[config.mk]
export PLATFORM = sky130hd
export DESIGN_NAME = decimal_string_to_u64
export DESIGN_NICKNAME = d
export VERILOG_FILES = /design/src/sv/dstu_pkg.sv /design/src/sv/dstu_pipe_reg.sv /design/src/sv/dstu_parse.sv /design/src/sv/decimal_string_to_u64.sv
export SDC_FILE = /design/constraint.sdc
export NUM_CORES = 1
export LEC_CHECK = 0
export BUFFER_PORTS_ARGS = -buffer_cell sky130_fd_sc_hd__buf_2
export CORE_MARGIN = 2
export CORE_UTILIZATION = 45
export DETAILED_ROUTE_END_ITERATION = 12
export PLACE_DENSITY = 0.58
export RECOVER_POWER = 100
export REMOVE_ABC_BUFFERS = 1
export SLEW_MARGIN = 25
export SYNTH_ARGS = -nofsm -noshare
export SYNTH_HDL_FRONTEND = slang
export SYNTH_SLANG_ARGS = --single-unit
[constraint.sdc]
create_clock -name i_clk -period 5.5 [get_ports i_clk]
set_clock_uncertainty 0.1 [all_clocks]
set_input_delay 0.275 -clock i_clk [delete_from_list [all_inputs] [get_ports i_clk]]
set_output_delay 0.275 -clock i_clk [all_outputs]
set_load 0.02 [all_outputs]
[src/sv/dstu_pkg.sv]
// ----------------------------------------------------------------------------
// dstu_pkg
// Shared types and constants for the decimal string to u64 parser.
// ----------------------------------------------------------------------------
package dstu_pkg;

    typedef logic [1:0] t_phase;

    localparam t_phase PH_LEAD  = 2'd0;
    localparam t_phase PH_DIGIT = 2'd1;
    localparam t_phase PH_TRAIL = 2'd2;
    localparam t_phase PH_FAIL  = 2'd3;

    localparam int unsigned ACC_W = 64;

    localparam logic [7:0] CH_ZERO  = 8'd48;
    localparam logic [7:0] CH_NINE  = 8'd57;
    localparam logic [7:0] CH_SPACE = 8'd32;
    localparam logic [7:0] CH_TAB   = 8'd9;
    localparam logic [7:0] CH_CR    = 8'd13;

    typedef struct packed {
        logic [7:0] code;
        logic       last;
    } t_char;

    typedef struct packed {
        logic             ok;
        logic [ACC_W-1:0] number;
    } t_result;

endpackage

[src/sv/dstu_pipe_reg.sv]
// ----------------------------------------------------------------------------
// dstu_pipe_reg
// One-entry valid/ready register stage; takes a new transfer while the held
// one leaves.
// ----------------------------------------------------------------------------
module dstu_pipe_reg #(
    parameter int unsigned WIDTH = 9
) (
    input  logic             i_clk,
    input  logic             i_rst_n,
    input  logic             i_valid,
    output logic             o_ready,
    input  logic [WIDTH-1:0] i_data,
    output logic             o_valid,
    input  logic             i_ready,
    output logic [WIDTH-1:0] o_data
);

    logic             r_valid;
    logic [WIDTH-1:0] r_data;

    assign o_ready = !r_valid || i_ready;
    assign o_valid = r_valid;
    assign o_data  = r_data;

    always_ff @(posedge i_clk) begin
        if (!i_rst_n) begin
            r_valid <= 1'b0;
        end else if (o_ready) begin
            r_valid <= i_valid;
        end
    end

    always_ff @(posedge i_clk) begin
        if (o_ready && i_valid) begin
            r_data <= i_data;
        end
    end

endmodule

[src/sv/dstu_parse.sv]
// ----------------------------------------------------------------------------
// dstu_parse
// Phase and accumulator registers with the per-character update:
// classify, multiply by ten plus digit, carry check, result on last.
// ----------------------------------------------------------------------------
module dstu_parse (
    input  logic              i_clk,
    input  logic              i_rst_n,
    input  logic              i_fire,
    input  dstu_pkg::t_char   i_char,
    output dstu_pkg::t_result o_result
);

    localparam int unsigned WIDE_W = dstu_pkg::ACC_W + 4;

    dstu_pkg::t_phase              r_phase;
    logic [dstu_pkg::ACC_W-1:0]    r_acc;
    dstu_pkg::t_phase              n_phase;
    logic [dstu_pkg::ACC_W-1:0]    n_acc;
    dstu_pkg::t_phase              upd_phase;
    logic [dstu_pkg::ACC_W-1:0]    upd_acc;
    logic                          is_dig;
    logic                          is_ws;
    logic [3:0]                    digit;
    logic [WIDE_W-1:0]             wide;
    logic                          ovf;

    assign is_dig = (i_char.code >= dstu_pkg::CH_ZERO) && (i_char.code <= dstu_pkg::CH_NINE);
    assign is_ws  = (i_char.code == dstu_pkg::CH_SPACE)
                 || ((i_char.code >= dstu_pkg::CH_TAB) && (i_char.code <= dstu_pkg::CH_CR));
    assign digit  = i_char.code[3:0];

    assign wide = ({4'b0, r_acc} << 3) + ({4'b0, r_acc} << 1)
                + {{(WIDE_W-4){1'b0}}, digit};
    assign ovf  = |wide[WIDE_W-1:dstu_pkg::ACC_W];

    always_comb begin
        upd_phase = r_phase;
        upd_acc   = r_acc;
        unique case (r_phase)
            dstu_pkg::PH_LEAD: begin
                if (is_dig) begin
                    upd_acc   = {{(dstu_pkg::ACC_W-4){1'b0}}, digit};
                    upd_phase = dstu_pkg::PH_DIGIT;
                end else if (!is_ws) begin
                    upd_phase = dstu_pkg::PH_FAIL;
                end
            end
            dstu_pkg::PH_DIGIT: begin
                if (is_dig) begin
                    if (ovf) begin
                        upd_phase = dstu_pkg::PH_FAIL;
                    end else begin
                        upd_acc = wide[dstu_pkg::ACC_W-1:0];
                    end
                end else if (is_ws) begin
                    upd_phase = dstu_pkg::PH_TRAIL;
                end else begin
                    upd_phase = dstu_pkg::PH_FAIL;
                end
            end
            dstu_pkg::PH_TRAIL: begin
                if (!is_ws) begin
                    upd_phase = dstu_pkg::PH_FAIL;
                end
            end
            default: begin
                upd_phase = dstu_pkg::PH_FAIL;
            end
        endcase
    end

    always_comb begin
        o_result.ok     = (upd_phase == dstu_pkg::PH_DIGIT) || (upd_phase == dstu_pkg::PH_TRAIL);
        o_result.number = o_result.ok ? upd_acc : '0;
        if (i_char.last) begin
            n_phase = dstu_pkg::PH_LEAD;
            n_acc   = '0;
        end else begin
            n_phase = upd_phase;
            n_acc   = upd_acc;
        end
    end

    always_ff @(posedge i_clk) begin
        if (!i_rst_n) begin
            r_phase <= dstu_pkg::PH_LEAD;
            r_acc   <= '0;
        end else if (i_fire) begin
            r_phase <= n_phase;
            r_acc   <= n_acc;
        end
    end

endmodule

[src/sv/decimal_string_to_u64.sv]
// ----------------------------------------------------------------------------
// decimal_string_to_u64
// ASCII decimal string to unsigned 64-bit value with format and overflow
// checking; one character per transfer, one result per string.
// ----------------------------------------------------------------------------
//  channel  | handshake                 | payload
//  ---------+---------------------------+--------------------------
//  input    | i_in_valid / o_in_ready   | i_char_code, i_is_last
//  output   | o_out_valid / i_out_ready | o_ok, o_number
//
//  One character per cycle sustained unless a stall backs up the input; a
//  result is offered once the last character of a string has passed the input
//  and result registers; the shift-add and carry check sit between the two.
//  Synchronous active-low reset empties both registers and returns to the
//  leading whitespace phase. An output stall holds the result and backs up
//  the input only when a further last character needs the result register.
// ----------------------------------------------------------------------------
module decimal_string_to_u64 (
    input  logic        i_clk,
    input  logic        i_rst_n,
    input  logic        i_in_valid,
    output logic        o_in_ready,
    input  logic [7:0]  i_char_code,
    input  logic        i_is_last,
    output logic        o_out_valid,
    input  logic        i_out_ready,
    output logic        o_ok,
    output logic [63:0] o_number
);

    dstu_pkg::t_char   in_char;
    dstu_pkg::t_char   stg_char;
    dstu_pkg::t_result stg_result;
    dstu_pkg::t_result out_result;
    logic              stg_valid;
    logic              stg_ready;
    logic              res_ready;
    logic              fire;

    assign in_char.code = i_char_code;
    assign in_char.last = i_is_last;

    dstu_pipe_reg #(
        .WIDTH($bits(dstu_pkg::t_char))
    ) u_in_reg (
        .i_clk   (i_clk),
        .i_rst_n (i_rst_n),
        .i_valid (i_in_valid),
        .o_ready (o_in_ready),
        .i_data  (in_char),
        .o_valid (stg_valid),
        .i_ready (stg_ready),
        .o_data  (stg_char)
    );

    assign stg_ready = !stg_char.last || res_ready;
    assign fire      = stg_valid && stg_ready;

    dstu_parse u_parse (
        .i_clk    (i_clk),
        .i_rst_n  (i_rst_n),
        .i_fire   (fire),
        .i_char   (stg_char),
        .o_result (stg_result)
    );

    dstu_pipe_reg #(
        .WIDTH($bits(dstu_pkg::t_result))
    ) u_out_reg (
        .i_clk   (i_clk),
        .i_rst_n (i_rst_n),
        .i_valid (stg_valid && stg_char.last),
        .o_ready (res_ready),
        .i_data  (stg_result),
        .o_valid (o_out_valid),
        .i_ready (i_out_ready),
        .o_data  (out_result)
    );

    assign o_ok     = out_result.ok;
    assign o_number = out_result.number;

endmodule

==> impl_metrics.toml, run 1 <==
[pwr]
p_sw_mw = 0.5813
p_int_mw = 1.773
seqPwrFrac_pct = 48.6
switching_share_pct = 24.69
p_leak_nw = 4.678
ir_worst_vdd_v = 0.0001745
p_per_area_nw_per_um2 = 196.9
power_frac_comb_pct = 5.1
clkPwrFrac_pct = 46.4

[place]
portBuffers = 79
place.detailed.hpwl_um = 20950
dp_slack_ns = 0.3908
dp.cells = 1570
place_area_um2 = 11560
gp_congestion = 0.8934

[sta]
timing.fmax_ghz = 0.1948
worst_slack_ns = 0.3659
relSlewSlack_pct = -22.83
fin_crit_ns = 5.134
final-hold-violation-count = 0
hold_ws_ns = 0.01317
finalMaxSlewViolations = 33
finalCritPeriodShare_pct = 93.35
rsz0062_at_grt = "false"
worst-slew-pin-transition_ns = 1.842
setup_violations = 0

[flow_run]
maxCapViolations = 1

[setup_path]
reg2reg_to = "u_out_reg.o_data[29]"
crit_arrival_ns = 5.19
r2r_setup_slack_ns = 0.37
cp_slowest_cell = "or4b_2"
max_stage_delay_ns = 0.94
path_max_fanout = 23
cp-startpoint = "u_in_reg.o_data[4]"
crit_path_start_kind = "register"
crit_type = "register to register"
cp_cell_sequence = "inv_1 > fa_1 > inv_1 > ha_1 > a21oi_1 > o211ai_2 > a41oi_4 > a211oi_1 > nor4_4 > o211ai_2 > a31oi_1 > or4b_2 > clkbuf_4 > nand3_1 > a21oi_1"
reg2reg_depth = 15
cp.required_ns = 5.56
endpoint_kind = "register"
rr_startpoint = "u_in_reg.o_data[4]"
endpoint = "u_out_reg.o_data[29]"

[cts]
htreeDepth = 4
clockBufferDepth = 2
path_clk_slew_ns = 0.06
clockRootBuffer = "clkbuf_16"
ctsResizeCount = 0
clk_latency_ns = 0.44
cts_buffers = 17
clock-sinks = 142
cts_tree = "built"

[logic_synthesis]
async_reset_ff_share_pct = 0
ys_warn_count = 0
synth_area_um2 = 11000
synth.top_cells.by_count = "nand2_1 (136), ha_1 (127), a21oi_1 (107)"
yosysSeqAreaShare_pct = 32.58
synth_ff_type = "edfxtp_1"
synth_top_area_share_pct = 20.20
synth_mux_area_share_pct = 0.6598
yosys.cell_count.top_type = "nand2_1"
synth-xor-area-share_pct = 4.141
synth_area_leaders = "edfxtp_1 (20%), ha_1 (14%), dfxtp_1 (12%)"
synth_top_family_by_area = "compound AO/OA/AOI/OAI gates"
synth_edf_count = 74
synth-seq-cells = 142
synth.largest_area_cell = "edfxtp_1"
synth_compound_area_share_pct = 25.48
synthesis.instances = 1225
syn_avg_cell_area_um2 = 8.978
synth_adder_area_share_pct = 14.81
synth_cell_types = 82
synth-simple-area-share_pct = 17.83

[hold_path]
holdCritPathClass = "input port to register"
min_path_cells = 3

[cells_and_area]
layout-drive-gt1-share_pct = 8.171
antenna_cells = 0
nets = 1416
fin_cells = 1609
design_area_um2 = 11960
syn_to_final_growth_pct = 8.703

[global_route]
gr-usage-met2_pct = 35.64
grt_max_degree = 65
use_met3_pct = 2.608
use_met1_pct = 32.36
antenna_found_initial = 0
grt_overflow = 0
grt_pass1_vias = 9128
top_usage_layer = "met2"
track_usage_pct = 22.47
grt_pass1_wl_um = 47340

[die]
ios = 80
fp.coreArea_um2 = 24180
start_util_pct = 45.49
dieHeight_um = 160.3
die_w_um = 160.3
row_count = 57
dieArea_um2 = 25710

[outcome]
run_status = "finished, violations left"
violations = "capacitance limit, slew limit"

[routing]
ant_nets = 0
dr.first_iter.drc_count = 718
remaining_drc_errors = 0
postRouteWirelength_um = 28340
viasPerCell = 5.906
firstDrtPassIters = 5
avgRoutedWirePerCell_um = 17.61
vias = 9502
layer usage:
layer | vias up | routed length (um) | part of all wire [%]
li1 | 4714 | - | -
met1 | 4513 | 14030 | 50
met2 | 240 | 12720 | 45
met3 | 35 | 1104 | 3.9
met4 | 0 | 478 | 1.7
met5 | - | 0 | 0
cells by family after synthesis:
| family | Yosys count |
|---|---|
| mux | 7 |
| flops | 142 |
| fa+ha+maj | 129 |
| buf+inv | 99 |
| xor+xnor | 52 |
| compound gates | 395 |
| simple gates | 401 |
timing repair:
item,CTS,global route
hold buffers,9,0
setup buffers,0,0
hold endpoints to repair,9,0
sequential cells by signal, summed over array words and instances, names as in the netlist:
signal,flops
u_parse.r_acc,64
u_out_reg.o_data,65
u_in_reg.o_valid,1
u_parse.r_phase,2
u_out_reg.o_valid,1
u_in_reg.o_data,9
layout by cell type (no fill, tap or decap), types with 12 or more instances in the layout:
cell type  synthesis  final
a22o_1            59     59
dfxtp_1           68     68
and3_1            12     12
nor3_1            18     18
a21o_1            18     18
a21oi_1          107    131
nor2b_1           13     13
nand4_1           24     24
clkbuf_16          0     17
inv_1             27     28
buf_2             23     12
clkbuf_1          25     70
nor2_1            60     60
edfxtp_1          74     74
ha_1             127    127
o21ai_0           51     51
xor2_1            22     22
nand2_1          136    136
nand3_1           86     86
a21oi_2           51     27
xnor2_1           30     30
worst min-delay path by stage:
| stage | slack [ns] | end | start |
|---|---|---|---|
| floorplan | 0.27 | u_in_reg.o_data[0] | i_is_last |
| global placement | 0.35 | u_in_reg.o_data[7] | i_char_code[6] |
| detailed placement | 0.35 | u_in_reg.o_data[2] | i_char_code[1] |
| CTS | 0.005 | u_in_reg.o_valid | i_in_valid |
| global route | 0.05 | u_in_reg.o_valid | i_in_valid |
| finish | 0.01 | u_in_reg.o_valid | i_in_valid |
power groups by stage:
stage	clock, mW	combinational [mW]	sequential [mW]
2_1_floorplan	0	0.0543	1.19
3_3_place_gp	0	0.126	1.16
3_5_place_dp	0	0.130	1.16
4_1_cts	1.11	0.135	1.14
5_1_grt	1.15	0.132	1.15
6_report	1.09	0.120	1.14
worst max-delay path: cells and delay by family, from the launching register on:
kind	cells	cell delay [ns]
buffers and inverters	3	0.53
AOI/OAI and AO/OA	7	1.41
DFF	1	0.38
adders and majority gates	2	0.88
and+or+nand+nor	3	1.52
cell type report:
cell class	instances	area [um^2]
inverters	28	105.1
clock buffers	18	429.2
repair buffers	101	499.2
clock inverters	12	100.1
multi-input cells	984	6833
flip-flops and latches	142	3583
fillers	2338	12220
well taps	324	405.4
metrics by stage:
| stage | setup TNS [ns] | total power [mW] | utilization [%] |
|---|---|---|---|
| after global placement | 0 | 1.291 | 47.72 |
| final | 0 | 2.354 | 49.45 |
| after floorplan | -461.82 | 1.241 | - |
| after global routing | 0 | 2.427 | 49.45 |
| after detailed placement | 0 | 1.295 | 47.80 |
| after CTS | 0 | 2.385 | 50.36 |
Power figures use the tool's default switching activity.
==> inputs of run 2 (changes only) <==
--- a/config.mk
+++ b/config.mk
@@ -9,7 +9,6 @@
 export CORE_MARGIN = 2
 export CORE_UTILIZATION = 45
 export DETAILED_ROUTE_END_ITERATION = 12
-export PLACE_DENSITY = 0.58
 export RECOVER_POWER = 100
 export REMOVE_ABC_BUFFERS = 1
 export SLEW_MARGIN = 25
==> impl_metrics.toml, run 2 (synthesis gave the netlist of run 1 again) <==
[sta]
worst-slew-pin-transition_ns = 1.931
fin_crit_ns = 5.051
finalMaxSlewViolations = 36
rsz0062_at_grt = "false"
relSlewSlack_pct = -28.70
setup_violations = 0
finalCritPeriodShare_pct = 91.83
timing.fmax_ghz = 0.1980
final-hold-violation-count = 0
setup_tns_ns = 0
hold_ws_ns = 0.01583

[global_route]
grt_max_degree = 62
grt_overflow = 0
grt_pass1_wl_um = 46930
antenna_found_initial = 0
track_usage_pct = 22.21
grt_pass1_vias = 9029

[cells_and_area]
layout_common_cells = "a21oi_1 (137), nand2_1 (136), ha_1 (127), nand3_1 (86), edfxtp_1 (74)"
layout-drive-gt1-share_pct = 7.782
postLayoutCoreUtil_pct = 49.62
nets = 1414
design_area_um2 = 12000
largest_reg_flops = 65
fillers = 2356
final-seq-area_um2 = 3583
multi_input_area_um2 = 6810
layout_commonest_cell = "a21oi_1"
antenna_cells = 0
syn_to_final_growth_pct = 9.090

[cts]
htreeDepth = 4
path_clk_slew_ns = 0.07
clk_latency_ns = 0.43
clock-sinks = 142
clockRootBuffer = "clkbuf_16"
cts_tree = "built"
cts_buffers = 17
ctsResizeCount = 0
clockBufferDepth = 2

[place]
place.detailed.hpwl_um = 20510
gp_congestion = 0.8932
portBuffers = 79
place_area_um2 = 11560

[pwr]
power_mw = 2.436
p_leak_nw = 4.673
ir_worst_vdd_v = 0.0001681
p_per_area_nw_per_um2 = 203.1

[routing]
firstDrtPassIters = 5
dr.first_iter.drc_count = 589
postRouteWirelength_um = 28000
remaining_drc_errors = 0
avgRoutedWirePerCell_um = 17.40
vias = 9427
viasPerCell = 5.859
ant_nets = 0

[outcome]
run_status = "finished, violations left"
violations = "capacitance limit, slew limit"

[setup_path]
crit_arrival_ns = 5.32
cp_cell_sequence = "inv_1 > fa_1 > inv_1 > ha_1 > a21oi_1 > o211ai_1 > a41oi_4 > a211oi_1 > nor4_4 > o211ai_1 > a31oi_1 > or4b_2 > clkbuf_4 > nor2_4 > buf_12 > a22o_1"
cp.required_ns = 5.77
path_max_fanout = 44
crit_type = "register to register"
cp_num_buf_inv = 4
cp_slowest_cell = "or4b_2"
endpoint_kind = "register"
max_stage_delay_ns = 0.61
crit_path_start_kind = "register"
path_delay_family = "compound AO/OA/AOI/OAI gates"
r2r_setup_slack_ns = 0.45

[die]
fp.coreArea_um2 = 24180
dieHeight_um = 160.3
die_w_um = 160.3
dieArea_um2 = 25710
ios = 80
start_util_pct = 45.49
row_count = 57

[flow_run]
maxCapViolations = 1

[hold_path]
holdCritPathClass = "input port to register"
-- run 2: changes by cell type in the layout (fill, tap and decap cells not counted), moves of 3 or more --
cell        previous run  this run
buf_4                  9         4
a21oi_2               27        21
clkinvlp_4             2         5
clkinv_2               5         1
a21oi_1              131       137
-- run 2: through the flow --
step | setup slack [ns] | cells
final | 0.4494 | 1609
after CTS | 0.6054 | 1608
after floorplan | -4.394 | 1154
after global routing | 0.1322 | 1609
after detailed placement | 0.6179 | 1567
after global placement | 0.5799 | 1566
-- run 2: layer usage --
layer / track usage (%) / wire length [um] / vias to the layer above
met3: 3.099 / 1177 / 32
li1: - / - / 4699
met1: 31.83 / 13750 / 4441
met5: 0 / 0 / -
met4: 5.815 / 430 / 0
met2: 35.32 / 12650 / 255
-- run 2: final cells by class --
| type | instances | share of cell area, % |
|---|---|---|
| Clock inverter | 12 | 1.147 |
| Multi-Input combinational cell | 984 | 56.76 |
| Inverter | 28 | 0.8760 |
| Timing Repair Buffer | 99 | 4.244 |
| Sequential cell | 142 | 29.87 |
| Tap cell | 324 | 3.379 |
| Clock buffer | 20 | 3.723 |
-- run 2: report_power, final --
part | internal [mW] | leakage (nW) | switching (mW) | total, mW
clock | 0.683 | 0.269 | 0.493 | 1.18
sequential | 1.13 | 1.18 | 0.0111 | 1.14
combinational | 0.0279 | 3.22 | 0.0886 | 0.117
-- run 2: tightest hold or removal path, cell delays in order --
cell      delay (ns)
buf_2           0.09
inv_1           0.06
a21boi_0        0.07
-- run 2: timing repair --
action | CTS | global route
hold endpoints to repair | 9 | 0
endpoints found under the setup margin | 0 | 0
setup buffers | 0 | 0
hold buffers | 9 | 0
-- run 2: worst paths after layout --
| kind | cells after the start | start | to |
|---|---|---|---|
| max | 16 | u_in_reg.o_data[4] | u_parse.r_acc[57] |
| min | 3 | i_in_valid | u_in_reg.o_valid |
| max reg2reg | 16 | u_in_reg.o_data[4] | u_parse.r_acc[57] |
| min reg2reg | 1 | u_parse.r_acc[60] | u_parse.r_acc[60] |
==> inputs of run 3 (changes only) <==
--- a/config.mk
+++ b/config.mk
@@ -7,7 +7,7 @@
 export LEC_CHECK = 0
 export BUFFER_PORTS_ARGS = -buffer_cell sky130_fd_sc_hd__buf_2
 export CORE_MARGIN = 2
-export CORE_UTILIZATION = 45
+export CORE_UTILIZATION = 38
 export DETAILED_ROUTE_END_ITERATION = 12
 export RECOVER_POWER = 100
 export REMOVE_ABC_BUFFERS = 1
==> impl_metrics.toml, run 3 (synthesis gave the netlist of run 1 again) <==
[outcome]
run_status = "finished, violations left"
violations = "capacitance limit, slew limit"

[cts]
post-cts-setup-buffer-count = 0
ctsResizeCount = 0
htreeDepth = 4
clockRootBuffer = "clkbuf_16"
clockBufferDepth = 2
cts_buffers = 17
cts_tree = "built"
path_clk_slew_ns = 0.07
clock-sinks = 142
clk_latency_ns = 0.44

[setup_path]
crit_arrival_ns = 5.19
cp-startpoint = "u_in_reg.o_data[4]"
cp.required_ns = 5.57
r2r_setup_slack_ns = 0.38
cp_slowest_cell = "or4b_2"
max_stage_delay_ns = 0.70
crit_path_start_kind = "register"
endpoint_kind = "register"
cp_cell_sequence = "inv_1 > fa_1 > inv_1 > ha_1 > a21oi_1 > o211ai_2 > a41oi_4 > a211oi_1 > nor4_4 > o211ai_1 > a31oi_1 > or4b_2 > clkbuf_2 > nand3_1 > a21oi_1"
rr_startpoint = "u_in_reg.o_data[4]"
reg2reg_depth = 15
crit_type = "register to register"
reg2reg_to = "u_out_reg.o_data[56]"
endpoint = "u_out_reg.o_data[56]"
path_max_fanout = 19

[cells_and_area]
design_area_um2 = 12080
fillers = 2879
multi_input_area_um2 = 6794
layout_commonest_cell = "a21oi_1"
syn_to_final_growth_pct = 9.875
layout_common_cells = "a21oi_1 (139), nand2_1 (136), ha_1 (127), nand3_1 (86), edfxtp_1 (74)"
layout-drive-gt1-share_pct = 7.764
antenna_cells = 0
largest_reg_flops = 65
nets = 1418
final-seq-area_um2 = 3583

[hold_path]
holdCritPathClass = "input port to register"

[sta]
final-hold-violation-count = 0
worst-slew-pin-transition_ns = 1.893
rsz0062_at_grt = "false"
setup_violations = 0
relSlewSlack_pct = -26.23
timing.fmax_ghz = 0.1953
fin_crit_ns = 5.120
finalCritPeriodShare_pct = 93.08
hold_ws_ns = 0.01070
finalMaxSlewViolations = 33

[pwr]
switching_share_pct = 24.22
p_per_area_nw_per_um2 = 205.1
ir_worst_vdd_v = 0.0001729
p_int_mw = 1.878
clkPwrFrac_pct = 49.0
p_sw_mw = 0.6002
p_leak_nw = 4.705
power_frac_comb_pct = 4.8
seqPwrFrac_pct = 46.2

[die]
row_count = 62
ios = 80
die_w_um = 174.1
dieHeight_um = 174.1
fp.coreArea_um2 = 28630
dieArea_um2 = 30320
start_util_pct = 38.42

[routing]
remaining_drc_errors = 0
dr.first_iter.drc_count = 617
viasPerCell = 5.664
ant_nets = 0
avgRoutedWirePerCell_um = 17.39
vias = 9470
postRouteWirelength_um = 29080
firstDrtPassIters = 6

[place]
portBuffers = 79
gp_congestion = 0.9172
place.detailed.hpwl_um = 21060
place_area_um2 = 11620

[global_route]
grt_overflow = 0
track_usage_pct = 19.24
grt_pass1_wl_um = 48040
grt_pass1_vias = 9351
antenna_found_initial = 0
grt_max_degree = 65

[flow_run]
maxCapViolations = 1
## run 3: cell count changes in the layout (fill, tap and decap cells not counted), moves of 2 or more
| cell | delta |
|---|---|
| a21oi_1 | +2 |
| a21oi_2 | -2 |
| buf_4 | +5 |
| buf_6 | -2 |
| clkbuf_2 | +2 |
| clkinvlp_4 | -3 |
## run 3: how the worst min path moves through the flow
stage                     cells past startpoint                 end  slack (ns)           start
after CTS                                     3    u_in_reg.o_valid       0.002      i_in_valid
after global routing                          3    u_in_reg.o_valid        0.06      i_in_valid
after detailed placement                      1  u_in_reg.o_data[5]        0.35  i_char_code[4]
after global placement                        1  u_in_reg.o_data[1]        0.35  i_char_code[0]
after floorplan                               0  u_in_reg.o_data[0]        0.27       i_is_last
final                                         3    u_in_reg.o_valid        0.01      i_in_valid
## run 3: metal layers
layer / vias up / GRT usage [%] / wire (um)
li1: 4717 / - / -
met1: 4509 / 26.48 / 14380
met2: 216 / 31.97 / 13240
met3: 28 / 2.843 / 1104
met4: 0 / 4.237 / 354
met5: - / 0 / 0
## run 3: worst max-delay path, delay by kind of cell, from the launching register on
family	cells	cell delay, ns
DFF	1	0.38
and+or+nand+nor	3	1.32
AOI/OAI and AO/OA	7	1.60
adders and majority gates	2	0.89
buffers and inverters	3	0.52
## run 3: cell type report
| cell class | instances | share of cell area, % |
|---|---|---|
| multi-input combinational | 984 | 56.22 |
| timing repair buffer | 103 | 4.349 |
| clock buffer | 19 | 3.583 |
| clock inverter | 12 | 1.346 |
| sequential | 142 | 29.65 |
| inverter | 28 | 0.8697 |
| tap | 384 | 3.976 |
## run 3: timing repair
action | in CTS | in global routing
endpoints found under the hold margin | 9 | 0
endpoints found under the setup margin | 0 | 0
hold buffers | 9 | 0
## run 3: stage by stage
step	std cells	setup TNS (ns)	utilization, %	setup WS, ns	total power, mW
after floorplan	1154	-461.82	-	-4.394	1.241
after global placement	1630	0	40.59	0.5593	1.289
after detailed placement	1630	0	40.59	0.4580	1.289
after CTS	1670	0	42.99	0.4129	2.512
after global routing	1672	0	42.22	0.1647	2.561
final	1672	0	42.22	0.3804	2.479
## run 3: power by group through the flow
stage          Clock [mW]  Sequential [mW]  Combinational [mW]
2_1_floorplan           0             1.19              0.0543
6_report             1.22             1.14               0.119
5_1_grt              1.28             1.15               0.130
3_3_place_gp            0             1.17               0.122
4_1_cts              1.24             1.14               0.128
3_5_place_dp            0             1.17               0.123
